<file path="config.mk">
export PLATFORM = sky130hd
export DESIGN_NAME = dtb_estimate
export DESIGN_NICKNAME = d
export VERILOG_FILES = /design/src/rtl/core/divide_three_by_two_limb_preinverse_core_defines.svh /design/src/rtl/core/dtb_estimate.sv
export SDC_FILE = /design/constraint.sdc
export NUM_CORES = 2
export LEC_CHECK = 0
export BUFFER_PORTS_ARGS = -buffer_cell sky130_fd_sc_hd__buf_4
export CAP_MARGIN = 10
export CORE_MARGIN = 4
export CORE_UTILIZATION = 60
export CTS_CLUSTER_DIAMETER = 40
export DETAILED_ROUTE_END_ITERATION = 16
export HOLD_SLACK_MARGIN = 0.03
export PLACE_DENSITY = 0.83
export SLEW_MARGIN = 20
export SYNTH_ARGS = -nofsm -noshare
export SYNTH_HDL_FRONTEND = slang
export SYNTH_SLANG_ARGS = --single-unit
</file>
<file path="constraint.sdc">
create_clock -name clk_i -period 7.48 [get_ports clk_i]
set_input_delay 0.748 -clock clk_i [delete_from_list [all_inputs] [get_ports clk_i]]
set_output_delay 0.748 -clock clk_i [all_outputs]
set_load 0.01 [all_outputs]
</file>
<file path="src/rtl/core/divide_three_by_two_limb_preinverse_core_defines.svh">
// ============================================================================
// Assertion macros for the three-by-two limb divider
// Shared property shorthands. Each use names the clock clk_i and the
// active-low reset rst_ni of the module where it stands.
// ============================================================================
`ifndef DIVIDE_THREE_BY_TWO_LIMB_PREINVERSE_CORE_DEFINES_SVH
`define DIVIDE_THREE_BY_TWO_LIMB_PREINVERSE_CORE_DEFINES_SVH

// Consequent must hold in the same cycle as the antecedent.
`define DTB_ASSERT_SAME(label, ante, cons, msg) \
  label: assert property (@(posedge clk_i) disable iff (!rst_ni) (ante) |-> (cons)) \
    else $error(msg);

// Consequent must hold in the cycle after the antecedent.
`define DTB_ASSERT_NEXT(label, ante, cons, msg) \
  label: assert property (@(posedge clk_i) disable iff (!rst_ni) (ante) |=> (cons)) \
    else $error(msg);

`endif

</file>
<file path="src/rtl/core/dtb_estimate.sv">
// ============================================================================
// dtb_estimate
// Two pipeline stages forming the quotient estimate
// reciprocal * top + {top, mid}.
// ============================================================================
module dtb_estimate #(
  parameter int unsigned LIMB_WIDTH = 32
) (
  input  logic                  clk_i,
  input  logic                  rst_ni,
  input  logic                  valid_i,
  output logic                  ready_o,
  input  logic [LIMB_WIDTH-1:0] top_i,
  input  logic [LIMB_WIDTH-1:0] mid_i,
  input  logic [LIMB_WIDTH-1:0] bot_i,
  input  logic [LIMB_WIDTH-1:0] recip_i,
  output logic                  valid_o,
  input  logic                  ready_i,
  output logic [LIMB_WIDTH-1:0] qhi_o,
  output logic [LIMB_WIDTH-1:0] qlo_o,
  output logic [LIMB_WIDTH-1:0] mid_o,
  output logic [LIMB_WIDTH-1:0] bot_o
);

  localparam int unsigned DW = 2 * LIMB_WIDTH;

  logic                  a_valid_q, b_valid_q;
  logic                  a_en, b_en;
  logic [DW-1:0]         a_prod_d, a_prod_q;
  logic [LIMB_WIDTH-1:0] a_top_q, a_mid_q, a_bot_q;
  logic [DW-1:0]         b_est_d, b_est_q;
  logic [LIMB_WIDTH-1:0] b_mid_q, b_bot_q;

  // A stage loads when it is empty or its contents move on.
  assign b_en    = !b_valid_q || ready_i;
  assign a_en    = !a_valid_q || b_en;
  assign ready_o = a_en;

  // Stage A multiplies, stage B adds the top two dividend limbs.
  assign a_prod_d = DW'(recip_i) * DW'(top_i);
  assign b_est_d  = a_prod_q + {a_top_q, a_mid_q};

  always_ff @(posedge clk_i or negedge rst_ni) begin
    if (!rst_ni) begin
      a_valid_q <= 1'b0;
      b_valid_q <= 1'b0;
    end else begin
      if (a_en) a_valid_q <= valid_i;
      if (b_en) b_valid_q <= a_valid_q;
    end
  end

  always_ff @(posedge clk_i) begin
    if (a_en && valid_i) begin
      a_prod_q <= a_prod_d;
      a_top_q  <= top_i;
      a_mid_q  <= mid_i;
      a_bot_q  <= bot_i;
    end
    if (b_en && a_valid_q) begin
      b_est_q <= b_est_d;
      b_mid_q <= a_mid_q;
      b_bot_q <= a_bot_q;
    end
  end

  assign valid_o = b_valid_q;
  assign qhi_o   = b_est_q[DW-1:LIMB_WIDTH];
  assign qlo_o   = b_est_q[LIMB_WIDTH-1:0];
  assign mid_o   = b_mid_q;
  assign bot_o   = b_bot_q;

endmodule

</file>
After elaboration in Yosys (flattened, before gate mapping). Index checks and enable logic that the tools add are counted.

Add/subtract/negate cells: 1. $mul: 1. Reductions and logical operators: 6.

Operators by type and width (count): $add 64x64->64 (1); $mul 32x32->64 (1); $logic_and 1x1->1 (2); $logic_not 1->1 (2); $logic_or 1x1->1 (2).

Flip-flop bits (word level): 290. Input port bits: 132. Logic and storage cells: 17.

Longest topological paths before layout.
Depth in word-level cells: 4. Gate-level depth with buffers: 30.

Least setup slack after synthesis. No wires, ideal clock.

Path kind: input to register. From: input port recip_i[30]. To: register a_prod_q[61] (data pin). Setup time: 0.260 ns. Arrival time: 7.333 ns. Required time: 7.220 ns. Setup slack: -0.113 ns. Stages: 26. Cell sequence: clkbuf_1 -> nand2_1 -> fa_1 -> inv_1 -> fa_1 -> fa_1 -> inv_1 -> fa_1 -> inv_1 -> fa_1 -> fa_1 -> fa_1 -> inv_1 -> fa_1 -> inv_1 -> ha_1 -> clkbuf_1 -> and3_1 -> a221o_1 -> a21oi_1 -> a2bb2oi_1 -> o2111ai_1 -> and2_4 -> a31o_1 -> a221oi_2 -> xnor2_1.

Word-level cells in the longest chain between the ends: 1.

Ends and longest elaborated chain: start, declared (line dtb_estimate.sv:16) `input logic [LIMB_WIDTH-1:0] recip_i,`; $mul 32x32->64 (line dtb_estimate.sv:40) `assign a_prod_d = DW'(recip_i) * DW'(top_i);`; net a_prod_d[61] (line dtb_estimate.sv:29) `logic [DW-1:0] a_prod_d, a_prod_q;`; end signal, assigned (line dtb_estimate.sv:55) `a_prod_q <= a_prod_d;`; end, declared (line dtb_estimate.sv:29).

The timed path passes the listed nets, and every way through them passes these cells. A chain may end at the register's enable or synchronous reset.

Final worst setup path.
From: input port recip_i[16]. To: register a_prod_q[61] (data pin).

Same word-level chain as after synthesis.

==> metrics.cfg <==
[setup_path]
arrival_ps = 7720
path_delay_family = adder cells
start_kind = input pin
cp_common_cell = fa_1
crit_path_end_kind = register
critPathKind = input pin to register
cp_max_fo = 15
crit_required_ps = 7830
crit_slowest_cell = fa_1
max_stage_delay_ps = 530
cp_num_buf_inv = 6

[final_layout]
fin_util = 0.6910
fin_cells = 6001
multiInputGateArea_sq_mm = 0.03290
layout-drive-gt1-share = 0.1476
area_delta_synth_final_pct = 14.22
register_area_sq_mm = 0.008698
final_net_count = 6352
fillers = 5559

[cts]
ctsLongestPathBuffers = 3
root_buffer = clkbuf_16
cts.clk_slew.worst_paths_ps = 70
numCtsBuffers = 30
cts.sinks = 290
clock_latency_ps = 600
tritoncts = built
h-tree-depth = 1

[yosys]
synth_edf_count = 288
synth.most_common_cell = inv_1
syn_inst = 4563
yosys.area.top_type = fa_1
synth.avg_cell_area_sq_um = 10.05
syn_area_sq_mm = 0.04587
ys_seq_elements = 290
ys_types = 69
yosysSeqAreaShare = 0.1896
syn_nets = 5918
synthTopCellsByCount = 933 x inv_1, 897 x fa_1, 642 x and2_1, 487 x nand2_1, 326 x ha_1
async_flop_share = 0.006897
synthTopCellsByArea = fa_1 39%, edfxtp_1 19%, ha_1 8.9%
yosys_warnings = 0
yosys_most_used_dff = edfxtp_1
synth_top_cell_area_share = 0.3915

[floorplanning]
row_count = 101
io_pins = 262
core-area_sq_mm = 0.07582
dieWidth_microns = 284.5
start_util = 0.6049
die_h_microns = 284.5
die_area_sq_mm = 0.08093

[global_route]
grt_pass1_vias = 36799
antenna_found_initial = 2
grt_use_met1 = 0.3635
grt_usage = 0.3015
grt_pass1_wl_microns = 192600
gr-total-overflow = 0
met3_usage = 0.03561
grt_busiest_layer = met2
grt_max_degree = 74
met2_usage = 0.5383

[timing]
grt_setup_unrepaired = true
tightest_slew_ps = 899.8
finClkSkew_ps = 57.65
fin_crit_sh = 0.9851
hold_viol = 0
setup_violations = 0
slew_headroom = 0.4001
drv_slew = 0
max_freq_ghz = 0.1357
min_period_ps = 7368

[placed_design]
placement.io_buffers = 261
dp.cells = 5941
gp_congestion = 0.9451
dp_hpwl_microns = 100700

[routing]
drt_first_iter_violations = 2372
first_pass_iters = 5
finalWirelength_microns = 120100
vias = 33669
post_drt_via_cell_ratio = 5.611
wl_per_cell_microns = 20.01
ant_nets = 0
drc_errors = 0

[worst_hold_path]
hold_path_class = input pin to register

[status]
status = completed

[job]
max_cap_viol_count = 0

-- cell type report --
type	count	area share
inverter	933	0.06685
sequential	290	0.1660
antenna	2	0.00009553
tap	978	0.02336
timing repair buffer	641	0.09570
clock inverter	21	0.005302
multi-input combinational	3101	0.6280
clock buffer	35	0.01469
-- worst register-to-register path, cell delays in order (launching register included) --
cell      delay (ps)
edfxtp_1         420
ha_1             410
a21oi_1          100
o21ai_1          230
a21oi_1          130
o211ai_1         380
nor3_1           190
o41ai_2          580
a21o_1           280
a21oi_1          210
or3_1            380
and3_1           190
-- cells by family (layout without fill, tap and decap cells) --
family                   Yosys count  after routing  share of synthesized area
AND/OR/NAND/NOR                 1346           1346                     0.1524
adder cells (fa/ha/maj)         1223           1223                     0.4804
multiplexers                       1              1                  0.0002182
buffers and inverters           1172           1630                    0.09624
AO/OA/AOI/OAI                    408            408                    0.05759
flip-flops                       290            290                     0.1896
other                              0              2                          0
XOR/XNOR                         123            123                    0.02349
-- path summary, 6_finish.rpt --
check | start | to | slack [ps] | depth (start not counted)
max | recip_i[16] | a_prod_q[61]$_DFFE_PP_ | 110 | 26
min | bot_i[22] | a_bot_q[22]$_DFFE_PP_ | 310 | 1
max reg2reg | a_mid_q[6]$_DFFE_PP_ | b_est_q[61]$_DFFE_PP_ | 3770 | 11
min reg2reg | a_bot_q[2]$_DFFE_PP_ | bot_o[2]$_DFFE_PP_ | 420 | 0
max in group asynchronous | rst_ni | valid_o$_DFFE_PN0P_ | 6900 | 2
min in group asynchronous | rst_ni | a_valid_q$_DFFE_PN0N_ | 490 | 2
-- per-stage QoR --
stage	hold slack [ps]	setup TNS (ps)	cell area, sq um	setup WS, ps
floorplan	400.3	-1.212	45910	-1.212
global placement	400.1	-6432	51140	-359.8
detailed placement	404.5	-10220	51140	-540.5
CTS	293.8	0	52200	81.03
global route	292.1	-51.84	52390	-25.12
finish	309.4	0	52390	111.6
-- state kept, by name (all words and copies together), names as in the netlist --
signal	flops
a_bot_q	32
a_valid_q	1
b_est_q	64
valid_o	1
a_prod_q	64
a_top_q	32
mid_o	32
bot_o	32
a_mid_q	32
-- per-layer routing --
layer  routed length [microns]  up-vias
met1                     43270    17084
met4                      7218        0
met3                      7637      400
li1                          -    14806
met2                     61980     1379
met5                         0        -
-- placed cells by master, fill, tap and decap left out, drive strengths merged, types with 6 or more instances in the layout --
master / n
o21bai: 32
clkinv: 11
o21ai: 72
and3: 13
and2: 643
a31oi: 15
clkbuf: 35
buf: 640
nor2b: 15
edfxtp: 288
a21o: 59
o31ai: 10
inv: 938
o21a: 6
nand4: 38
a211oi: 11
nand3: 33
a41oi: 6
o211ai: 10
nand2b: 8
nor3: 21
nor2: 68
xnor2: 74
ha: 326
a221oi: 7
a221o: 6
fa: 897
a21oi: 143
xor2: 49
nand2: 487
-- what timing repair did --
action | CTS | global route
hold buffers | 1 | 0
setup buffers | 0 | 1
resized for setup | 0 | 41
setup endpoints to repair | 0 | 21
hold endpoints to repair | 2 | 0
Power is left out: the tool's default activity adds up to more than one toggle a clock period on the data nets, which glitch-free logic cannot reach.
