## config.mk

```make
export PLATFORM = sky130hd
export DESIGN_NAME = dtb_regs
export DESIGN_NICKNAME = d
export VERILOG_FILES = /design/src/rtl/core/dtb_pkg.sv /design/src/rtl/core/dtb_regs.sv
export VERILOG_INCLUDE_DIRS = /design/src /design/src/rtl/core
export SDC_FILE = /design/constraint.sdc
export NUM_CORES = 1
export LEC_CHECK = 0
export BUFFER_PORTS_ARGS = -buffer_cell sky130_fd_sc_hd__buf_2
export CORE_UTILIZATION = 49
export CTS_CLUSTER_DIAMETER = 40
export DETAILED_ROUTE_END_ITERATION = 16
export GPL_ROUTABILITY_DRIVEN = 0
export MAX_ROUTING_LAYER = met4
export PLACE_DENSITY_LB_ADDON = 0.15
export SYNTH_ARGS = -nofsm -noshare
export SYNTH_HDL_FRONTEND = slang
export SYNTH_SLANG_ARGS = --single-unit
export TNS_END_PERCENT = 100
```

## constraint.sdc

```tcl
create_clock -name clk_i -period 1.9 [get_ports clk_i]
set_input_delay 0.38 -clock clk_i [delete_from_list [all_inputs] [get_ports clk_i]]
set_output_delay 0.38 -clock clk_i [all_outputs]
set_load 0.005 [all_outputs]
```

## src/rtl/core/divide_three_by_two_limb_preinverse_core_defines.svh

```systemverilog
// ============================================================================
// Assertion macros for the three-by-two limb divider
// Shared property shorthands. Each use names the clock clk_i and the
// active-low reset rst_ni of the module where it stands.
// ============================================================================
`ifndef DIVIDE_THREE_BY_TWO_LIMB_PREINVERSE_CORE_DEFINES_SVH
`define DIVIDE_THREE_BY_TWO_LIMB_PREINVERSE_CORE_DEFINES_SVH

// Consequent must hold in the same cycle as the antecedent.
`define DTB_ASSERT_SAME(label, ante, cons, msg) \
  label: assert property (@(posedge clk_i) disable iff (!rst_ni) (ante) |-> (cons)) \
    else $error(msg);

// Consequent must hold in the cycle after the antecedent.
`define DTB_ASSERT_NEXT(label, ante, cons, msg) \
  label: assert property (@(posedge clk_i) disable iff (!rst_ni) (ante) |=> (cons)) \
    else $error(msg);

`endif

```

## src/rtl/core/dtb_pkg.sv

```systemverilog
// ============================================================================
// dtb_pkg
// Register map and bus constants shared by the register file and the top level.
// ============================================================================
package dtb_pkg;

  // Configuration bus geometry.
  localparam int unsigned APB_DATA_WIDTH = 32;
  localparam int unsigned APB_ADDR_WIDTH = 4;

  // Register index, taken from byte address bits [3:2].
  typedef enum logic [1:0] {
    REG_DIVISOR_HIGH = 2'd0,
    REG_DIVISOR_LOW  = 2'd1,
    REG_RECIPROCAL   = 2'd2
  } dtb_reg_e;

endpackage

```

## src/rtl/core/dtb_regs.sv

```systemverilog
// ============================================================================
// dtb_regs
// APB register file holding the divisor limbs and the reciprocal.
// ============================================================================
`include "divide_three_by_two_limb_preinverse_core_defines.svh"

module dtb_regs import dtb_pkg::*; #(
  parameter int unsigned LIMB_WIDTH = 32
) (
  input  logic                      clk_i,
  input  logic                      rst_ni,
  input  logic                      psel,
  input  logic                      penable,
  input  logic                      pwrite,
  input  logic [APB_ADDR_WIDTH-1:0] paddr,
  input  logic [APB_DATA_WIDTH-1:0] pwdata,
  output logic [APB_DATA_WIDTH-1:0] prdata,
  output logic                      pready,
  output logic [LIMB_WIDTH-1:0]     d1_o,
  output logic [LIMB_WIDTH-1:0]     d0_o,
  output logic [LIMB_WIDTH-1:0]     recip_o
);

  logic [LIMB_WIDTH-1:0] d1_q, d0_q, recip_q;
  logic [1:0]            reg_idx;
  logic                  wr_en;
  logic                  wr_d1, wr_recip;
  logic [LIMB_WIDTH-1:0] wr_data;

  // The bus never inserts wait states.
  assign pready   = 1'b1;
  assign reg_idx  = paddr[3:2];
  assign wr_en    = psel && penable && pwrite;
  assign wr_data  = pwdata[LIMB_WIDTH-1:0];
  assign wr_d1    = wr_en && (reg_idx == REG_DIVISOR_HIGH);
  assign wr_recip = wr_en && (reg_idx == REG_RECIPROCAL);

  // Register writes; unknown indexes are ignored.
  always_ff @(posedge clk_i or negedge rst_ni) begin
    if (!rst_ni) begin
      d1_q    <= {1'b1, {(LIMB_WIDTH-1){1'b0}}};
      d0_q    <= '0;
      recip_q <= '1;
    end else if (wr_en) begin
      case (reg_idx)
        REG_DIVISOR_HIGH: d1_q    <= wr_data;
        REG_DIVISOR_LOW:  d0_q    <= wr_data;
        REG_RECIPROCAL:   recip_q <= wr_data;
        default: ;
      endcase
    end
  end

  // Read data, zero-extended to the bus width.
  always_comb begin
    case (reg_idx)
      REG_DIVISOR_HIGH: prdata = APB_DATA_WIDTH'(d1_q);
      REG_DIVISOR_LOW:  prdata = APB_DATA_WIDTH'(d0_q);
      REG_RECIPROCAL:   prdata = APB_DATA_WIDTH'(recip_q);
      default:          prdata = '0;
    endcase
  end

  assign d1_o    = d1_q;
  assign d0_o    = d0_q;
  assign recip_o = recip_q;

  // A completed write lands in the addressed register on the next cycle.
  `DTB_ASSERT_NEXT(a_d1_write, wr_d1, d1_q == $past(wr_data), "divisor high write lost")
  `DTB_ASSERT_NEXT(a_recip_write, wr_recip, recip_q == $past(wr_data), "reciprocal write lost")

endmodule

```

# After elaboration in Yosys (flattened, before gate mapping)
# Index checks and enable logic that the tools add are counted.
[word_totals]
register_bits = 96
input_bits = 41
out_inout_bits = 129
elab_cells = 12
[classes]
n_eq_ne = 2
muxes = 1
n_reduce_logical = 6
[op_table]
columns = ["op", "n"]
rows = [
  ["one-hot mux 32 bit (3 select lines)", 1],
  ["AND reduction 2 bit", 3],
  ["equality test 2 x 1 -> 1 bit (second input constant)", 1],
  ["equality test 2 bit (second input constant)", 1],
  ["logical AND 1 bit", 2],
  ["logical NOT 2 bit", 1],
]

# Depth between registers and ports, before layout
[logic_depth]
word_depth = 3
ltp_mapped = 6
ltp_nobuf = 3

# Least setup slack after synthesis
# OpenSTA, ideal clock, no wires.
[synth_path]
path_type = "input to output"
startpoint = "input port paddr[2]"
endpoint = "output port prdata[0]"
arrival_ns = 1.223
t_required_ns = 1.520
slack_ns = 0.297
cell_stages = 6
n_path_buf = 3
path_cell_list = "buf_4 nor2b_1 clkbuf_1 clkbuf_1 nand2_1 o21ai_0"
[synth_between]
elab_chain_cells = 2
elab_cells_between_ends = 4
classes_between = "2 x eq/ne; 1 x mux; 1 x reduce/logical"
[synth_rtl]
columns = ["element", "line_no", "text"]
rows = [
  ["from (decl)", "dtb_regs.sv:15", "input logic [APB_ADDR_WIDTH-1:0] paddr,"],
  ["equality test 2 bit (tied with other cells)", "dtb_regs.sv:56", "case (reg_idx)"],
  ["one-hot mux 32 bit (3 select lines) (*)", "dtb_regs.sv:56", ""],
  ["to (decl)", "dtb_regs.sv:17", "output logic [APB_DATA_WIDTH-1:0] prdata,"],
]
# Every way passes the cells marked *; elsewhere a longest branch is shown, timed or not.

# Worst setup path after layout
[layout_path]
startpoint = "input port paddr[2]"
endpoint = "output port prdata[10]"
# The elaborated chain is that of the path after synthesis.

==> results_dict.tcl <==
set metrics [dict create \
    outcome "complete, no violations" \
    critical_path_class "input port to output pin" \
    numPortBuffers 166 \
    ys_ff_latch 96 \
    arrival_ns 1.39 \
    yosysUniqueCellTypes 18 \
    yosys.cell_count.top_type "mux2_2" \
    final_max_slew_viol_count 0 \
    track_usage_pct 23.21 \
    rows 34 \
    setup_viol 0 \
    wirelength_um 10100 \
    diodes 0 \
    hold_class "input port to asynchronous set/reset pin" \
    rsz0062_at_grt "no" \
    synth.top_cell.area_share_pct 35.71 \
    root_buffer "clkbuf_8" \
    path_clk_slew_ns 0.09 \
    dp_hpwl_um 6911 \
    cts_tree "done" \
    pin_count 170 \
    place_area_um2 5458 \
    post-cts-setup-buffers 0 \
    grt_pass1_wl_um 16640 \
    vias 3121 \
    grt_pass1_vias 3177 \
    worst_hold_slack_ns 0.05423 \
    ant_nets 0 \
    cts_sinks 96 \
    tns_ns 0 \
    critPathCaptureType "output pin" \
    die_area_um2 9393 \
    yosys-top-cells-area "dfrtp_1 36%, dfstp_2 20%, mux2_2 16%" \
    layout.nets 526 \
    die_y_um 96.92 \
    cpMaxStageDelayCell "buf_4" \
    start_kind "input port" \
    synth-seq-area-share_pct 55.36 \
    clock.fmax_mhz 564.0 \
    syn_area_um2 4414 \
    syn_avg_cell_area_um2 13.97 \
    initial_core_util_pct 50.62 \
    drt_drc_violations_left 0 \
    rr_worst_depth 1 \
    grt_max_degree 97 \
    fillers 710 \
    synth_edf_count 0 \
    antenna_found_initial 0 \
    drt_iter0_markers 91 \
    grt.overflow.total 0 \
    post-place-ws_ns 0.1237 \
    finalPower_mw 5.913 \
    post-route-util_pct 64.68 \
    first_pass_iters 4 \
    r2r_slack_ns 1.10 \
    worstPathCellList "buf_2 > buf_4 > mux2i_1 > o21ai_0 > buf_2" \
    netlist_instances 316 \
    powerDensity_nw_per_um2 1048 \
    path_max_fanout 18 \
    final_layout_size_suffix_gt1_share_pct 66.12 \
    clock_skew_ns 0 \
    path_common_cell "buf_2" \
    leakage_nw 2.869 \
    cts_made_buffers 9 \
    cts_resized 0 \
    setup_ws_ns 0.1269 \
    reg2reg_from "d1_o[10]$_DFFE_PN0P_" \
    critPathMaxStageDelay_ns 0.35 \
    fin_cells 598 \
    stdcell_area_um2 5640 \
    reg2reg_to "d1_o[10]$_DFFE_PN0P_" \
    startpoint "paddr[2]" \
    min_period_over_period_pct 93.32 \
    required_ns 1.52 \
    yosys_warnings 0 \
    coreArea_um2 8721 \
    setup.worst_path.end "prdata[10]" \
    yosys.area.top_type "dfrtp_1" \
    hold_buffers 0 \
    ir_drop_mv 0.6163 \
    die_w_um 96.92 \
    syn_nets 357 \
    dp.cells 582 \
    clkLatencyLatePin_ns 0.35 \
    vias_per_cell 5.219 \
    clockBufferDepth 2 \
    async_flop_share_pct 100.0 \
    synthToLayoutAreaGrowth_pct 27.78 \
    ys_top_cells_by_count "64 x mux2_2, 63 x dfrtp_1, 33 x dfstp_2" \
    htree_levels 3 \
    max-cap-violations 0 \
    hold_violations 0 \
    yosys_most_used_dff "dfrtp_1" \
    wire_per_inst_um 16.89 \
    period_needed_ns 1.773 \
]
cell type report:
class / count / area (um^2) / share of cell area, %
clock buffers: 13 / 138.9 / 2.462
clock inverters: 3 / 43.79 / 0.7764
multi-input cells: 198 / 1866 / 33.07
flip-flops and latches: 96 / 2444 / 43.32
well taps: 108 / 135.1 / 2.396
repair buffers: 180 / 1013 / 17.97
worst max-delay path, delay by kind of cell:
kind | cells | cell delay [ns]
muxes | 1 | 0.12
buffers and inverters | 3 | 0.67
AOI/OAI and AO/OA | 1 | 0.21
kinds of logic (layout without fill, tap and decap cells):
logic type | after synthesis | count (layout) | share of synthesized area [%]
other | 1 | 1 | 0.08495
AND/OR/NAND/NOR | 37 | 37 | 3.798
multiplexers | 128 | 128 | 34.30
buffers and inverters | 22 | 196 | 2.834
flip-flops | 96 | 96 | 55.36
AO/OA/AOI/OAI | 32 | 32 | 3.628
sequential cells by signal (all words and copies together), names as in the netlist:
| name | count |
|---|---|
| d1_o | 32 |
| d0_o | 32 |
| recip_o | 32 |
layer usage:
metal	wire length, um	global-route usage, %
met5	0	-
met1	4638	30.97
met3	574	5.853
met2	4795	35.43
met4	89	6.429
layout by cell type, fill, tap and decap left out, drive strengths merged, types with 2 or more instances in the layout:
| cell | Yosys | routed |
|---|---|---|
| dfrtp | 63 | 63 |
| nand2 | 32 | 32 |
| clkinv | 0 | 2 |
| mux2 | 96 | 96 |
| buf | 15 | 180 |
| mux2i | 32 | 32 |
| dfstp | 33 | 33 |
| clkbuf | 7 | 13 |
| o21ai | 32 | 32 |
power by group:
part           internal (mW)  leakage (nW)  switching [mW]
Combinational          0.985          1.66           0.619
Clock                  0.613        0.0916           0.671
Sequential              2.64          1.12           0.383
worst min-delay path by stage:
stage          cells after the start                   end  slack, ns
2_1_floorplan                      0   d0_o[0]$_DFFE_PN0P_       0.08
3_3_place_gp                       2  d0_o[28]$_DFFE_PN0P_       0.47
3_5_place_dp                       2  d1_o[21]$_DFFE_PN0P_       0.47
4_1_cts                            2  d1_o[21]$_DFFE_PN0P_       0.07
5_1_grt                            2  d1_o[21]$_DFFE_PN0P_        0.1
6_report                           2  d0_o[28]$_DFFE_PN0P_       0.05
(Power assumes the default switching activity.)
