`src/rtl/core/divide_three_by_two_limb_preinverse_core_defines.svh`:
```
// ============================================================================
// Assertion macros for the three-by-two limb divider
// Shared property shorthands. Each use names the clock clk_i and the
// active-low reset rst_ni of the module where it stands.
// ============================================================================
`ifndef DIVIDE_THREE_BY_TWO_LIMB_PREINVERSE_CORE_DEFINES_SVH
`define DIVIDE_THREE_BY_TWO_LIMB_PREINVERSE_CORE_DEFINES_SVH

// Consequent must hold in the same cycle as the antecedent.
`define DTB_ASSERT_SAME(label, ante, cons, msg) \
  label: assert property (@(posedge clk_i) disable iff (!rst_ni) (ante) |-> (cons)) \
    else $error(msg);

// Consequent must hold in the cycle after the antecedent.
`define DTB_ASSERT_NEXT(label, ante, cons, msg) \
  label: assert property (@(posedge clk_i) disable iff (!rst_ni) (ante) |=> (cons)) \
    else $error(msg);

`endif

```
`src/rtl/core/dtb_reduce.sv`:
```
// ============================================================================
// dtb_reduce
// Three pipeline stages subtracting the estimate times the divisor, and the
// divisor once more, from the partial remainder.
// ============================================================================
module dtb_reduce #(
  parameter int unsigned LIMB_WIDTH = 32
) (
  input  logic                  clk_i,
  input  logic                  rst_ni,
  input  logic                  valid_i,
  output logic                  ready_o,
  input  logic [LIMB_WIDTH-1:0] qhi_i,
  input  logic [LIMB_WIDTH-1:0] qlo_i,
  input  logic [LIMB_WIDTH-1:0] mid_i,
  input  logic [LIMB_WIDTH-1:0] bot_i,
  input  logic [LIMB_WIDTH-1:0] d1_i,
  input  logic [LIMB_WIDTH-1:0] d0_i,
  output logic                  valid_o,
  input  logic                  ready_i,
  output logic [LIMB_WIDTH-1:0] q_o,
  output logic [LIMB_WIDTH-1:0] qlo_o,
  output logic [2*LIMB_WIDTH-1:0] rem_o
);

  localparam int unsigned DW = 2 * LIMB_WIDTH;

  logic                  c_valid_q, d_valid_q, e_valid_q;
  logic                  c_en, d_en, e_en;
  logic [LIMB_WIDTH-1:0] c_m1;
  logic [DW-1:0]         c_m2;
  logic [LIMB_WIDTH-1:0] c_t1_q, c_qhi_q, c_qlo_q, c_mid_q, c_bot_q;
  logic [DW-1:0]         c_p2_q;
  logic [DW-1:0]         d_r0_q, d_sub_q;
  logic [LIMB_WIDTH-1:0] d_qhi_q, d_qlo_q;
  logic [DW-1:0]         e_rem_q;
  logic [LIMB_WIDTH-1:0] e_q_q, e_qlo_q;

  assign e_en    = !e_valid_q || ready_i;
  assign d_en    = !d_valid_q || e_en;
  assign c_en    = !c_valid_q || d_en;
  assign ready_o = c_en;

  // Stage C: the two limb products of the estimate with the divisor. Only the
  // low limb of the first one is needed.
  assign c_m1 = qhi_i * d1_i;
  assign c_m2 = DW'(d0_i) * DW'(qhi_i);

  always_ff @(posedge clk_i or negedge rst_ni) begin
    if (!rst_ni) begin
      c_valid_q <= 1'b0;
      d_valid_q <= 1'b0;
      e_valid_q <= 1'b0;
    end else begin
      if (c_en) c_valid_q <= valid_i;
      if (d_en) d_valid_q <= c_valid_q;
      if (e_en) e_valid_q <= d_valid_q;
    end
  end

  always_ff @(posedge clk_i) begin
    if (c_en && valid_i) begin
      c_t1_q  <= c_m1;
      c_p2_q  <= c_m2;
      c_qhi_q <= qhi_i;
      c_qlo_q <= qlo_i;
      c_mid_q <= mid_i;
      c_bot_q <= bot_i;
    end
    // Stage D: partial remainder and the amount to take off it.
    if (d_en && c_valid_q) begin
      d_r0_q  <= {c_mid_q - c_t1_q, c_bot_q};
      d_sub_q <= c_p2_q + {d1_i, d0_i};
      d_qhi_q <= c_qhi_q;
      d_qlo_q <= c_qlo_q;
    end
    // Stage E: the subtraction, with the quotient bumped by one.
    if (e_en && d_valid_q) begin
      e_rem_q <= d_r0_q - d_sub_q;
      e_q_q   <= d_qhi_q + LIMB_WIDTH'(1);
      e_qlo_q <= d_qlo_q;
    end
  end

  assign valid_o = e_valid_q;
  assign q_o     = e_q_q;
  assign qlo_o   = e_qlo_q;
  assign rem_o   = e_rem_q;

endmodule

```
`config.mk`:
```
export PLATFORM = sky130hd
export DESIGN_NAME = dtb_reduce
export DESIGN_NICKNAME = d
export VERILOG_FILES = /design/src/rtl/core/divide_three_by_two_limb_preinverse_core_defines.svh /design/src/rtl/core/dtb_reduce.sv
export SDC_FILE = /design/constraint.sdc
export NUM_CORES = 2
export LEC_CHECK = 0
export BUFFER_PORTS_ARGS = -buffer_cell sky130_fd_sc_hd__buf_4
export CORE_MARGIN = 2
export CORE_UTILIZATION = 50
export CTS_CLUSTER_DIAMETER = 50
export DETAILED_ROUTE_END_ITERATION = 6
export GPL_TIMING_DRIVEN = 0
export PLACE_DENSITY = 0.67
export SLEW_MARGIN = 0
export SYNTH_ARGS = -nofsm -noshare
export SYNTH_HDL_FRONTEND = slang
export SYNTH_SLANG_ARGS = --single-unit
```
`constraint.sdc`:
```
create_clock -name clk_i -period 11.8 [get_ports clk_i]
set_input_delay 1.77 -clock clk_i [delete_from_list [all_inputs] [get_ports clk_i]]
set_output_delay 1.77 -clock clk_i [all_outputs]
set_load 0.1 [all_outputs]
```
After elaboration in Yosys (flattened, before gate mapping)
Cells that the tools add are included.

operators by class
  $add $sub $neg = 4
  $mul = 2
  reduce and logical (&&, ||, !) cells = 9

operators with widths
  cell                                                              number
  64-bit adder                                                      1
  32-bit by 32-bit multiplier with 64-bit output                    1
  64-bit subtractor                                                 1
  32-bit by 1-bit adder with 32-bit output (second input constant)  1
  32-bit by 32-bit multiplier with 32-bit output                    1
  32-bit subtractor                                                 1
  1-bit logical AND                                                 3
  1-bit zero test                                                   3
  1-bit logical OR                                                  3

word-level totals
  flip-flop bits (word level) = 547
  input port bits = 196
  output and inout port bits = 130
  word-level logic and storage cells = 31

Longest topological paths before layout
  depth after elaboration = 5
  gate-level depth with buffers = 32
  mapped depth without buffers = 30

Worst setup path after synthesis
Ideal clock, no wire load.

  kind = in2reg
  from = input qhi_i[9]
  to = register c_p2_q[61], data pin
  library setup time = 0.262 ns
  data arrival time = 8.828 ns
  data required time = 11.538 ns
  slack = 2.710 ns
  cell stages on the path = 26
  path buffers = 2
  cells stage by stage = clkbuf_1 > clkbuf_1 > and2_1 > fa_1 > fa_1 > inv_1 > fa_1 > fa_1 > fa_1 > inv_1 > fa_1 > fa_1 > fa_1 > ha_1 > a21oi_1 > o22ai_1 > nor4_1 > a311o_1 > a31oi_4 > a31oi_1 > o31a_1 > o21ai_2 > o221ai_2 > nor4_1 > a211oi_1 > xnor2_1

between the ends
  longest elaborated chain between the ends = 1

RTL lines
  what                                            RTL line          source
  from (decl)                                     dtb_reduce.sv:13  input logic [LIMB_WIDTH-1:0] qhi_i,
  32-bit by 32-bit multiplier with 64-bit output  dtb_reduce.sv:47  assign c_m2 = DW'(d0_i) * DW'(qhi_i);
  net c_m2[61]                                    dtb_reduce.sv:31  logic [DW-1:0] c_m2;
  to (signal assigned)                            dtb_reduce.sv:64  c_p2_q <= c_m2;
  to (decl)                                       dtb_reduce.sv:33  logic [DW-1:0] c_p2_q;

The timed path passes the listed nets, and every way through them passes these cells.
A chain may end at the register's enable or synchronous reset.

Final worst setup path
  from = input qhi_i[19]
  to = register c_p2_q[57], data pin

Same word-level chain as after synthesis.

==> metrics.log <==
INFO  metric finalMaxSlewViolations = 57
INFO  metric number_of_antenna_violations_at_the_first_check_in_global_routing = 57
INFO  metric critical_path.most_common_cell = fa_1
INFO  metric postSynthCellCount = 7337
INFO  metric tightest_slew = 1.74 ns
INFO  metric pin_count_of_the_biggest_net_entering_global_routing = 70
INFO  metric timing.critical_path.required = 12.05 ns
INFO  metric cts_setup_buffers = 0
INFO  metric drt_pass1_iterations = 7
INFO  metric timing.critical_path.buf_inv = 4
INFO  metric drc = 3
INFO  metric syn-num-nets = 9384
INFO  metric globalRouteOverflowTotal = 0
INFO  metric layout_cell_share_with_drive_strength_beyond_1 = 5.92%
INFO  metric sum_of_net_half_perimeters_after_detailed_placement = 224000 um
INFO  metric grt_first_pass_wirelength = 394000 um
INFO  metric postSynthRegisterBits = 547
INFO  metric number_of_global_route_vias_before_repair = 56.7k
INFO  metric die_width = 389 um
INFO  metric synth-edff-count = 544
INFO  metric slowest_stage = clkdlybuf4s15_1
INFO  metric number_of_top_level_design_ports = 326
INFO  metric syn-mean-instance-area = 10.1 um^2
INFO  metric place.port_buffers = 325
INFO  metric die_outline_area = 151000 um^2
INFO  metric crit_family = adder cells
INFO  metric clkTransAtPathRegs = 0.07 ns
INFO  metric initial_utilization = 50.2%
INFO  metric maxCapViolCount = 7
INFO  metric period_share = 104%
INFO  metric drt_via_density = 5.75
INFO  metric holdWs = 0.404 ns
INFO  metric synthesis.area = 74100 um^2
INFO  metric tritoncts = yes
INFO  metric relSlewSlack = -15.7%
INFO  metric finish.net_count = 9765
INFO  metric floorplan.die.height = 389 um
INFO  metric vias = 55.9k
INFO  metric ant_nets = 0
INFO  metric status = complete, but fails checks
INFO  metric total_area_of_multi_input_combinational_cells = 50900 um^2
INFO  metric cts_repair_resize_count = 3
INFO  metric hold_viol_final = 0
INFO  metric tritoncts.num_buffers = 49
INFO  metric crit_path_start_kind = input port
INFO  metric detailedPlace.worstSlack = -0.782 ns
INFO  metric rsz0062_at_grt = yes
INFO  metric slowest_delay = 1.05 ns
INFO  metric place_inst = 9599
INFO  metric layoutNonFillerInstCount = 9731
INFO  metric finalClockSkew = 0.0244 ns
INFO  metric holdBufCountCts = 0
INFO  metric cts_sinks = 547
INFO  metric violations_in_the_final_reports = DRC, capacitance limit, slew limit, setup timing
INFO  metric gpl.final_weighted_congestion = 1.06
INFO  metric final-seq-area = 16400 um^2
INFO  metric worstPathArrival = 12.46 ns
INFO  metric final_critical_delay_including_setup_and_external_delays = 12.22 ns
INFO  metric most-common-layout-cells = 1477 x inv_1, 1307 x fa_1, 860 x nand2_1
INFO  metric worstSetupPathDepth = 26
INFO  metric ctsLongestPathBuffers = 3
INFO  metric initialDrtViolationCount = 6101
INFO  metric netlist.area_leader.share = 35.3%
INFO  metric routed_wl = 278000 um
INFO  metric crit_path_max_fanout = 10
INFO  metric avgRoutedWirePerCell = 28.6 um
INFO  metric clock.fmax = 81.8 MHz
INFO  metric root_buffer = clkbuf_16
INFO  metric critPathCaptureType = flop
INFO  metric synth_warn = 0
INFO  metric synth_top_flop_cell = edfxtp_1
INFO  metric synthDistinctLibCells = 76
INFO  metric fp-row-count = 141
INFO  metric track_usage = 36.9%
INFO  metric core-area = 147000 um^2
INFO  metric seq_area_frac_synth = 22.2%
INFO  metric postSynth.asyncResetShare = 0.548%
INFO  metric number_of_filler_instances_in_the_final_layout = 13.3k
INFO  metric layout.cells.most_common = inv_1
INFO  metric hp-class = flop to flop
INFO  metric final_core_util = 54.9%
INFO  metric setup_viol_count_final = 3
INFO  metric ctsHtreeMaxLevel = 2
INFO  metric path_class = input port to flop
INFO  metric clk_latency = 0.61 ns
INFO  metric reg2reg_depth = 15
INFO  metric worstHoldPathCells = 0
INFO  metric netlist_top_cells_area = fa_1 35%, edfxtp_1 22%, ha_1 9.2%
INFO  metric synth_largest_area_cell = fa_1
INFO  metric syn2layout_area_growth = 9.37%
INFO  metric fin_ws = -0.419 ns
registers in the layout, summed over array words and instances, names as in the netlist:
signal	count
d_sub_q	64
d_valid_q	1
c_t1_q	32
c_valid_q	1
qlo_o	32
d_qhi_q	32
rem_o	64
c_qhi_q	32
d_r0_q	64
q_o	32
c_bot_q	32
d_qlo_q	32
c_qlo_q	32
c_mid_q	32
c_p2_q	64
valid_o	1
worst paths after layout:
kind                                  startpoint                     to  slack, ns
min in group asynchronous                 rst_ni    valid_o$_DFFE_PN0P_       0.95
max                                    qhi_i[19]   c_p2_q[57]$_DFFE_PP_      -0.42
max reg2reg                  d_r0_q[0]$_DFFE_PP_    rem_o[62]$_DFFE_PP_       7.52
min                        c_bot_q[23]$_DFFE_PP_   d_r0_q[23]$_DFFE_PP_       0.40
min reg2reg                c_bot_q[23]$_DFFE_PP_   d_r0_q[23]$_DFFE_PP_       0.40
max in group asynchronous                 rst_ni  d_valid_q$_DFFE_PN0P_      10.76
synthesized netlist by cell type, drive strengths merged, types with 4 or more instances:
| library cell | count |
|---|---|
| nor2b | 34 |
| nor3b | 4 |
| o21ai | 121 |
| o21a | 42 |
| a31oi | 26 |
| o31a | 7 |
| a211oi | 17 |
| a41oi | 5 |
| and4 | 7 |
| nand2b | 30 |
| xor2 | 103 |
| clkbuf | 339 |
| o21bai | 29 |
| o2111ai | 6 |
| nor3 | 36 |
| nand4 | 35 |
| inv | 1477 |
| nand2 | 860 |
| nor2 | 134 |
| o211ai | 16 |
| or2 | 12 |
| or3 | 5 |
| a41o | 4 |
| a21o | 128 |
| nand3 | 65 |
| edfxtp | 544 |
| o31ai | 5 |
| buf | 4 |
| a21oi | 235 |
| o22ai | 4 |
| fa | 1307 |
| and3 | 33 |
| nor4 | 4 |
| ha | 544 |
| a31o | 5 |
| a21boi | 6 |
| a211o | 4 |
| xnor2 | 222 |
| and2 | 835 |
cell families after synthesis:
logic type / share of synthesized area [%]
simple gates: 14.3
fa+ha+maj: 44.5
buf+inv: 9.23
compound gates: 5.97
flops: 22.2
xor+xnor: 3.84
layer usage:
| metal | vias to the layer above | GRT usage, % | share of wire (%) |
|---|---|---|---|
| met5 | - | 0.159 | 0.060 |
| met4 | 22 | 20.5 | 6.6 |
| met3 | 825 | 13.6 | 13 |
| met2 | 3528 | 54.1 | 42 |
| met1 | 28200 | 47.5 | 38 |
| li1 | 23400 | - | - |
layout make-up:
class,count,area share (%)
clock inverter,32,0.568
clock buffer,55,1.57
tap,1930,2.98
timing repair buffer,332,3.23
buffer,341,1.63
multi-input combinational,4970,62.8
antenna,47,0.145
inverter,1477,6.84
sequential,547,20.3
stage by stage:
step | area, um^2 | TNS (ns)
after floorplan | 74100 | 0
after global placement | 78900 | -8.53
after detailed placement | 79100 | -7.37
after CTS | 80900 | 0
after global routing | 80900 | -0.0963
final | 81000 | -0.514
Power is left out: the tool's default activity adds up to more than one toggle a clock period on the data nets, which glitch-free logic cannot reach.
