--- config.mk ---
export PLATFORM = sky130hd
export DESIGN_NAME = dtb_correct
export DESIGN_NICKNAME = d
export VERILOG_FILES = /design/src/rtl/core/divide_three_by_two_limb_preinverse_core_defines.svh /design/src/rtl/core/dtb_correct.sv
export SDC_FILE = /design/constraint.sdc
export NUM_CORES = 1
export LEC_CHECK = 0
export ABC_CLOCK_PERIOD_IN_PS = 4300
export BUFFER_PORTS_ARGS = -buffer_cell sky130_fd_sc_hd__buf_2
export CORE_ASPECT_RATIO = 1.2
export CORE_MARGIN = 10
export CORE_UTILIZATION = 59
export DETAILED_ROUTE_END_ITERATION = 16
export GPL_TIMING_DRIVEN = 0
export MAX_ROUTING_LAYER = met4
export PLACE_DENSITY_LB_ADDON = 0.25
export SYNTH_ARGS = -nofsm -noshare
export SYNTH_HDL_FRONTEND = slang
export SYNTH_SLANG_ARGS = --single-unit
--- constraint.sdc ---
create_clock -name clk_i -period 4.3 [get_ports clk_i]
set_input_delay 0.43 -clock clk_i [delete_from_list [all_inputs] [get_ports clk_i]]
set_output_delay 0.43 -clock clk_i [all_outputs]
set_load 0.005 [all_outputs]
--- src/rtl/core/divide_three_by_two_limb_preinverse_core_defines.svh ---
// ============================================================================
// Assertion macros for the three-by-two limb divider
// Shared property shorthands. Each use names the clock clk_i and the
// active-low reset rst_ni of the module where it stands.
// ============================================================================
`ifndef DIVIDE_THREE_BY_TWO_LIMB_PREINVERSE_CORE_DEFINES_SVH
`define DIVIDE_THREE_BY_TWO_LIMB_PREINVERSE_CORE_DEFINES_SVH

// Consequent must hold in the same cycle as the antecedent.
`define DTB_ASSERT_SAME(label, ante, cons, msg) \
  label: assert property (@(posedge clk_i) disable iff (!rst_ni) (ante) |-> (cons)) \
    else $error(msg);

// Consequent must hold in the cycle after the antecedent.
`define DTB_ASSERT_NEXT(label, ante, cons, msg) \
  label: assert property (@(posedge clk_i) disable iff (!rst_ni) (ante) |=> (cons)) \
    else $error(msg);

`endif

--- src/rtl/core/dtb_correct.sv ---
// ============================================================================
// dtb_correct
// Two pipeline stages applying the downward and the rare upward correction.
// The second stage is the output register.
// ============================================================================
module dtb_correct #(
  parameter int unsigned LIMB_WIDTH = 32
) (
  input  logic                    clk_i,
  input  logic                    rst_ni,
  input  logic                    valid_i,
  output logic                    ready_o,
  input  logic [LIMB_WIDTH-1:0]   q_i,
  input  logic [LIMB_WIDTH-1:0]   qlo_i,
  input  logic [2*LIMB_WIDTH-1:0] rem_i,
  input  logic [LIMB_WIDTH-1:0]   d1_i,
  input  logic [LIMB_WIDTH-1:0]   d0_i,
  output logic                    valid_o,
  input  logic                    ready_i,
  output logic [LIMB_WIDTH-1:0]   q_o,
  output logic [2*LIMB_WIDTH-1:0] rem_o
);

  localparam int unsigned DW = 2 * LIMB_WIDTH;

  logic                  f_valid_q, g_valid_q;
  logic                  f_en, g_en;
  logic [DW-1:0]         div;
  logic                  down;
  logic                  up;
  logic [LIMB_WIDTH-1:0] f_q_q, g_q_q;
  logic [DW-1:0]         f_rem_q, g_rem_q;

  assign div     = {d1_i, d0_i};
  assign g_en    = !g_valid_q || ready_i;
  assign f_en    = !f_valid_q || g_en;
  assign ready_o = f_en;

  // Downward when the upper remainder limb reaches the low estimate limb.
  assign down = rem_i[DW-1:LIMB_WIDTH] >= qlo_i;
  // Upward when the remainder is still at or above the divisor.
  assign up   = f_rem_q >= div;

  always_ff @(posedge clk_i or negedge rst_ni) begin
    if (!rst_ni) begin
      f_valid_q <= 1'b0;
      g_valid_q <= 1'b0;
    end else begin
      if (f_en) f_valid_q <= valid_i;
      if (g_en) g_valid_q <= f_valid_q;
    end
  end

  always_ff @(posedge clk_i) begin
    if (f_en && valid_i) begin
      if (down) begin
        f_q_q   <= q_i - LIMB_WIDTH'(1);
        f_rem_q <= rem_i + div;
      end else begin
        f_q_q   <= q_i;
        f_rem_q <= rem_i;
      end
    end
    if (g_en && f_valid_q) begin
      if (up) begin
        g_q_q   <= f_q_q + LIMB_WIDTH'(1);
        g_rem_q <= f_rem_q - div;
      end else begin
        g_q_q   <= f_q_q;
        g_rem_q <= f_rem_q;
      end
    end
  end

  assign valid_o = g_valid_q;
  assign q_o     = g_q_q;
  assign rem_o   = g_rem_q;

endmodule

Yosys cells after proc, flatten, opt, wreduce, memory -nomap -nowiden
Cells that the tools add are included.
{"block": "op_classes", "add_sub_neg": 4, "order_cmp": 2, "mux": 4, "reduce_logical": 6}
{"op": "$mux W64", "count": 2}
{"op": "$add A64 B64 Y64", "count": 1}
{"op": "$ge A64 B64 Y1", "count": 1}
{"op": "$mux W32", "count": 2}
{"op": "$sub A64 B64 Y64", "count": 1}
{"op": "$add A32 B1 Y32 const B", "count": 1}
{"op": "$ge A32 B32 Y1", "count": 1}
{"op": "$sub A32 B1 Y32 const B", "count": 1}
{"op": "$logic_and A1 B1 Y1", "count": 2}
{"op": "$logic_not A1 Y1", "count": 2}
{"op": "$logic_or A1 B1 Y1", "count": 2}
{"block": "word_totals", "ff_bits": 194, "inputBits": 196, "output_inout_bits": 98, "word_cells": 22}

Longest topological paths before layout
Gate-level depths: netlist (run 1).
{"block": "depth", "depth_word": 4, "ltp_mapped": 15, "depth_no_buf": 12}

Least setup slack after synthesis (run 1)
OpenSTA, ideal clock, no wires.
{"block": "synth_path", "path_kind": "input port to flip-flop", "start": "input port rem_i[0]", "end": "register f_rem_q[58] (data pin)", "setup_ps": 135, "arrival_ps": 3227, "t_required_ps": 4165, "setup_slack_ps": 938, "path_stages": 11, "path_buffers": 0, "cell_sequence": "ha_1 > fa_1 > a211oi_1 > o21ai_1 > a2111oi_4 > nor4_2 > a211oi_2 > nor4_2 > o211a_1 > or4_1 > nand3_1"}
{"block": "synth_between", "elab_chain_cells": 2}
{"element": "start: declaration", "line": "dtb_correct.sv:15", "source": "input logic [2*LIMB_WIDTH-1:0] rem_i,"}
{"element": "$add A64 B64 Y64", "line": "dtb_correct.sv:58", "source": "f_rem_q <= rem_i + div;"}
{"element": "$mux W64", "line": "dtb_correct.sv:56", "source": "if (down) begin"}
{"element": "end signal: assignment", "line": "dtb_correct.sv:58"}
{"element": "end signal: assignment", "line": "dtb_correct.sv:61", "source": "f_rem_q <= rem_i;"}
{"element": "end: declaration", "line": "dtb_correct.sv:32", "source": "logic [DW-1:0] f_rem_q, g_rem_q;"}
No other way between the ends.
A chain may end at the register's enable or synchronous reset.

Worst setup path after layout (run 1)
{"block": "layout_path", "start": "register f_rem_q[2]", "end": "register g_rem_q[63] (netlist: rem_o[63]) (data pin)"}
{"block": "layout_between", "elab_chain_cells": 2, "elab_cells_between_ends": 3, "classes_between": "add/sub (1); order compare (1); mux (1)"}
{"element": "$sub A64 B64 Y64 / $ge A64 B64 Y1 (equally long branches)", "line": "dtb_correct.sv:67, dtb_correct.sv:42"}
{"element": "$mux W64 *", "line": "dtb_correct.sv:65", "source": "if (up) begin"}
{"element": "end signal: assignment", "line": "dtb_correct.sv:67", "source": "g_rem_q <= f_rem_q - div;"}
{"element": "end signal: assignment", "line": "dtb_correct.sv:70", "source": "g_rem_q <= f_rem_q;"}
{"element": "end: declaration", "line": "dtb_correct.sv:32"}
Mark *: on every way between the ends. The rest lies on a longest branch, timed or not.

==> run metrics, run 1 <==
required time of the critical path=4580 ps; Gate Count Post-Synth=2073; Leakage=8.97 nW; Die Y=210 um; dpl ws=-891 ps; CTS clock-pin slew for the worst setup and hold paths=80 ps; Most used DFF post-synth=edfxtp_1; Rows=69; Synth async-reset ratio=0.0103; Remaining DRCs=0; input/output buffers=293; Die Span X=178 um; final-layout fill cell count=2425; dpl hpwl=48600 um; synthesized area per cell=8.56 um2; IO Pins=294; fin crit period=4170 ps; Initial DRC Count=2145; Nets=2747; RSZ-0062 raised after global routing=no; vias=17900; GPL Wtd Cong=0.983; initial core utilization=0.599; clk_skew=15.0 ps; clock sink count=194; CTS buffer count=17; Vias/cell=6.39; period utilization=0.970; area leader, netlist=edfxtp_1; Power Density=338 mW/mm2; Fmax achieved=240 MHz; first-pass GRT wire length=92100 um; final antenna-violating net count=0; placement-stage cell area=0.0198 mm2; gr ovfl total=0; layout cell share with drive strength beyond 1=0.170; all-layer global routing usage=0.319; Longest Clk Path Bufs=2; Max VDD drop=0.290 mV; Hold Crit Class=in2reg; #FFs+latches synth=194; Fin. Hold Viols=0; Core Region=0.0296 mm2; final setup margin=130 ps; Tightest Pin Transition=1250 ps; startpoint type of the worst setup path=flop; max-cap violation count=0; Slew HR=0.160; Slew Limit Fails=0; wire per inst=21.6 um; top-area cell type share of the netlist area=0.325; Net Count, Synth=2432; Synth area leaders=edfxtp_1, ha_1, nand2_1; Finished Cell Area=0.0204 mm2; critical path endpoint category=flop; Root Buffer Master=clkbuf_16; Post-Syn Area=0.0177 mm2; Routed WL=60200 um; TritonCTS clock tree=yes; Area Growth Syn to Fin=15.1%; depth of the CTS H-tree=4; initial antenna violation count=2; number of synthesized flops with an enable pin=192; Ys Warns=0; clk_lat worst skew=470 ps; vias in the first global route=17300; status=complete, no violations; WS Path Type=reg2reg; synth unique cells=86; Arr. time, crit path=4450 ps; CP Max Fanout=7; post-synthesis sequential area ratio=0.328; setup violators final=0; DRT Pass-1 Iters=6; largest net degree at the start of global routing=66; DIE AREA=0.0374 mm2
[timing repair]
| action | CTS | global route |
|---|---|---|
| setup buffers | 0 | 0 |
| hold buffers | 1 | 0 |
| gates resized for setup | 2 | 7 |
| endpoints found under the setup margin | 30 | 24 |
| pin swaps | 0 | 0 |
| endpoints found under the hold margin | 2 | 0 |
[placed cells by master (no fill, tap or decap), drive strengths merged, types with 11 or more instances in the layout]
cell,count
nor4,39
clkbuf,79
nand2,241
o31ai,21
nor3b,11
xor2,60
and3,22
a31oi,16
a211oi,14
o21ai,177
nor3,36
a21oi,158
buf,335
a21o,86
nand4,63
a2111oi,14
nor2b,14
inv,153
and4,16
ha,161
o21bai,34
o21a,18
and2,14
edfxtp,192
nor2,119
nand2b,16
nand3,48
xnor2,97
[critical path, stage by stage (launching register included)]
cell and delay (ps):
edfxtp_1 410, ha_1 400, a21oi_1 130, a2111oi_1 610
o31ai_1 170, nand3_1 280, nand4b_1 290, a2111oi_0 950
o21ai_0 290, and3_1 250, o31ai_1 210
[through the flow]
step                instances  hold slack [ps]  total power, mW  setup TNS, ps  utilization
floorplan                2073              134             4.27              0            -
global placement         2756              217             5.15         -36700        0.665
detailed placement       2758              219             5.19         -32660        0.667
CTS                      2791              208             6.82              0        0.688
global route             2793              223             7.25              0        0.689
finish                   2795              205             6.90              0        0.689
[state kept, by name, summed over array words and instances (netlist names)]
name       flops
rem_o         64
f_q_q         32
f_rem_q       64
f_valid_q      1
valid_o        1
q_o           32
[final timing paths]
check	slack, ps	cells after the start	end	startpoint
worst max-delay path	130	10	rem_o[63]	f_rem_q[2]
worst min-delay path	210	2	f_valid_q	valid_i
worst max register to register	130	10	rem_o[63]	f_rem_q[2]
worst min register to register	530	1	valid_o	f_valid_q
max in group asynchronous	3920	2	valid_o	rst_ni
min in group asynchronous	280	2	f_valid_q	rst_ni
[layout make-up]
| class | instances | area [um2] | share of cell area |
|---|---|---|---|
| repair buffers | 296 | 1530 | 0.0750 |
| multi-input cells | 1630 | 10900 | 0.535 |
| clock inverters | 13 | 168 | 0.00821 |
| inverters | 149 | 559 | 0.0274 |
| clock buffers | 19 | 443 | 0.0217 |
| diodes | 4 | 10.0 | 0.000490 |
| flip-flops and latches | 194 | 5820 | 0.285 |
| plain buffers | 100 | 470 | 0.0230 |
| well taps | 390 | 488 | 0.0239 |
[routing by layer]
layer,track usage,routed length (um),up-vias
met5,-,0,-
met3,0.0477,5690,199
met1,0.398,23900,8309
met4,0.149,2780,0
li1,-,-,8290
met2,0.503,27800,1070
[where the power goes]
group	switching [mW]	total [mW]	internal [mW]
Combinational	1.72	2.72	1.00
Sequential	0.108	2.52	2.41
Clock	0.816	1.66	0.849
Total	2.64	6.90	4.26
[cells by family after synthesis]
group / Yosys count / share of synthesized area
compound gates: 615 / 0.223
fa+ha+maj: 163 / 0.116
simple gates: 688 / 0.194
flops: 194 / 0.328
buf+inv: 249 / 0.0578
mux: 7 / 0.00437
xor+xnor: 157 / 0.0775
[cell usage after synthesis (6+ instances only)]
master       n
nand2b_1    16
a211oi_1    12
o21a_1      18
a2111oi_0   10
a21o_1      86
and4_1      16
nand3_1     48
or2_2       10
ha_1       161
nor4_1      36
and3_1      22
nor3b_1     10
a211o_1      6
nor3_1      35
clkbuf_1    56
xor2_1      60
nand2_1    241
o21bai_1    34
o31ai_1     21
and2_1      14
nand4_1     63
or3_1        9
buf_6        6
o211ai_1     9
mux2_2       6
nor2b_1     14
nand3b_1    10
edfxtp_1   192
o21ai_0    172
nor2_1     119
nand4b_1     6
xnor2_1     97
inv_1      148
a31oi_1     16
buf_2       28
or4_1        7
a21oi_1    158
Power figures use the tool's default switching activity.
==> run 2, diff against run 1 <==
Settings changed: CORE_ASPECT_RATIO 1.2 to 2.
==> run metrics, run 2 (synthesis gave the netlist of run 1 again) <==
status=finished with violations; failing checks=negative setup slack; Cell Count, Final, Fillers Out=2768; fin crit period=4340 ps; Leakage=8.96 nW; Area Growth Syn to Fin=14.8%; final hold slack=177 ps; vias in the first global route=18500; CP Max Fanout=10; vias=18000; final antenna-violating net count=0; clk_lat worst skew=480 ps; CTS buffer count=17; IO Pins=294; Tightest Pin Transition=1170 ps; depth of the CTS H-tree=4; Root Buffer Master=clkbuf_16; Longest Clk Path Bufs=2; r2r worst-path depth=10; dpl hpwl=52500 um; Core Region=0.0296 mm2; RSZ-0062 raised after global routing=no; hold path endpoint=f_valid_q; first-pass GRT wire length=98200 um; clk_skew=12.8 ps; Initial DRC Count=1574; Fin. Hold Viols=0; Critical R2R Launch=f_rem_q[2]; Hold Crit Depth=2; Max VDD drop=0.301 mV; input/output buffers=293; commonest non-fill, non-tap cell in the layout=buf_2; Nets=2747; Die Span X=143 um; most frequent cells in the layout=buf_2, nand2_1, edfxtp_1; DIE AREA=0.0378 mm2; Slowest-stage cell, CP=a2111oi_0; Vias/cell=6.51; gr ovfl total=0; DRT Pass-1 Iters=6; Remaining DRCs=0; Routed WL=64800 um; crit-path cells=buf_2 > inv_1 > ha_1 > nand2b_1 > a21o_1 > a211o_1 > a2111oi_0 > o21ai_1 > a21oi_4 > buf_2 > buf_2 > clkbuf_2 > o21ai_0; Rows=89; dpl ws=-1280 ps; Die Y=265 um; Largest delay share family, worst path=compound AO/OA/AOI/OAI gates; worst stage delay on the critical path=630 ps; required time of the critical path=4490 ps; TritonCTS clock tree=yes; Power Total=6.93 mW; critical path endpoint category=flop; CTS clock-pin slew for the worst setup and hold paths=80 ps; R2R Setup Slk=90 ps; Fmax achieved=230 MHz; reg-to-reg endpoint=rem_o[63]; hold_sp=valid_i; final setup margin=-43.8 ps; initial antenna violation count=3; setup TNS=-116 ps; clock sink count=194; largest net degree at the start of global routing=73; WS Path Type=in2reg; Slew Limit Fails=0; Arr. time, crit path=4540 ps; Power Density=340 mW/mm2; period utilization=1.01; initial core utilization=0.599; startpoint type of the worst setup path=input pin; setup bufs post-CTS=0; max-cap violation count=0; Buf/Inv on CP=5; Hold Crit Class=in2reg; wire per inst=23.4 um; layout cell share with drive strength beyond 1=0.170; Placed Cells=2732; all-layer global routing usage=0.344; GPL Wtd Cong=1.01; setup violators final=4; Slew HR=0.198; CP most frequent cell=buf_2
-- run 2: routing by layer --
metal  wire [um]  vias up  global-route usage
li1            -     8273                   -
met1       21600     8381               0.329
met2       33200     1046               0.605
met3        4310      330              0.0489
met4        5740        0               0.272
met5           0        -                   -
-- run 2: cell type report --
cell class	count	area, um2
Buffer	100	469
Inverter	149	559
Clock inverter	15	161
Sequential cell	194	5820
Tap cell	364	455
Fill cell	2479	9250
Multi-Input combinational cell	1630	10900
Timing Repair Buffer	296	1530
Antenna cell	3	7.51
Clock buffer	17	425
-- run 2: through the flow --
stage	util	instance area [um2]
floorplan	-	17700
global placement	0.664	19700
detailed placement	0.666	19700
CTS	0.687	20300
global route	0.688	20400
finish	0.688	20400
-- run 2: worst max-delay path by stage --
stage | cells past startpoint | slack, ps | end | startpoint
after detailed placement | 13 | -1280 | f_rem_q[3] | rem_i[32]
final | 13 | -40 | f_rem_q[3] | rem_i[32]
after global routing | 13 | 6 | f_rem_q[3] | rem_i[32]
after floorplan | 11 | 940 | f_rem_q[58] | rem_i[0]
after CTS | 13 | 20 | f_rem_q[3] | rem_i[32]
after global placement | 13 | -1310 | f_rem_q[3] | rem_i[32]
-- run 2: power by group --
group          leakage (nW)  total [mW]  internal, mW  switching [mW]
clock network         0.287        1.62         0.778           0.837
logic                  6.80        2.79          1.01            1.79
registers              1.87        2.52          2.41           0.114
-- run 2: worst reg2reg max path, cell delays in order, from the launching register on --
cell and delay [ps]:
edfxtp_1 420, ha_1 420, a21oi_1 150, a2111oi_1 620, o31ai_1 150, nand3_1 260
nand4b_1 300, a2111oi_1 750, o21ai_0 240, and3_1 230, o31ai_1 410
-- run 2: repair_timing --
action                                  in CTS  in global routing
endpoints found under the hold margin        2                  0
hold buffers                                 1                  0
gates resized for setup                      5                  6
endpoints found under the setup margin      58                 10
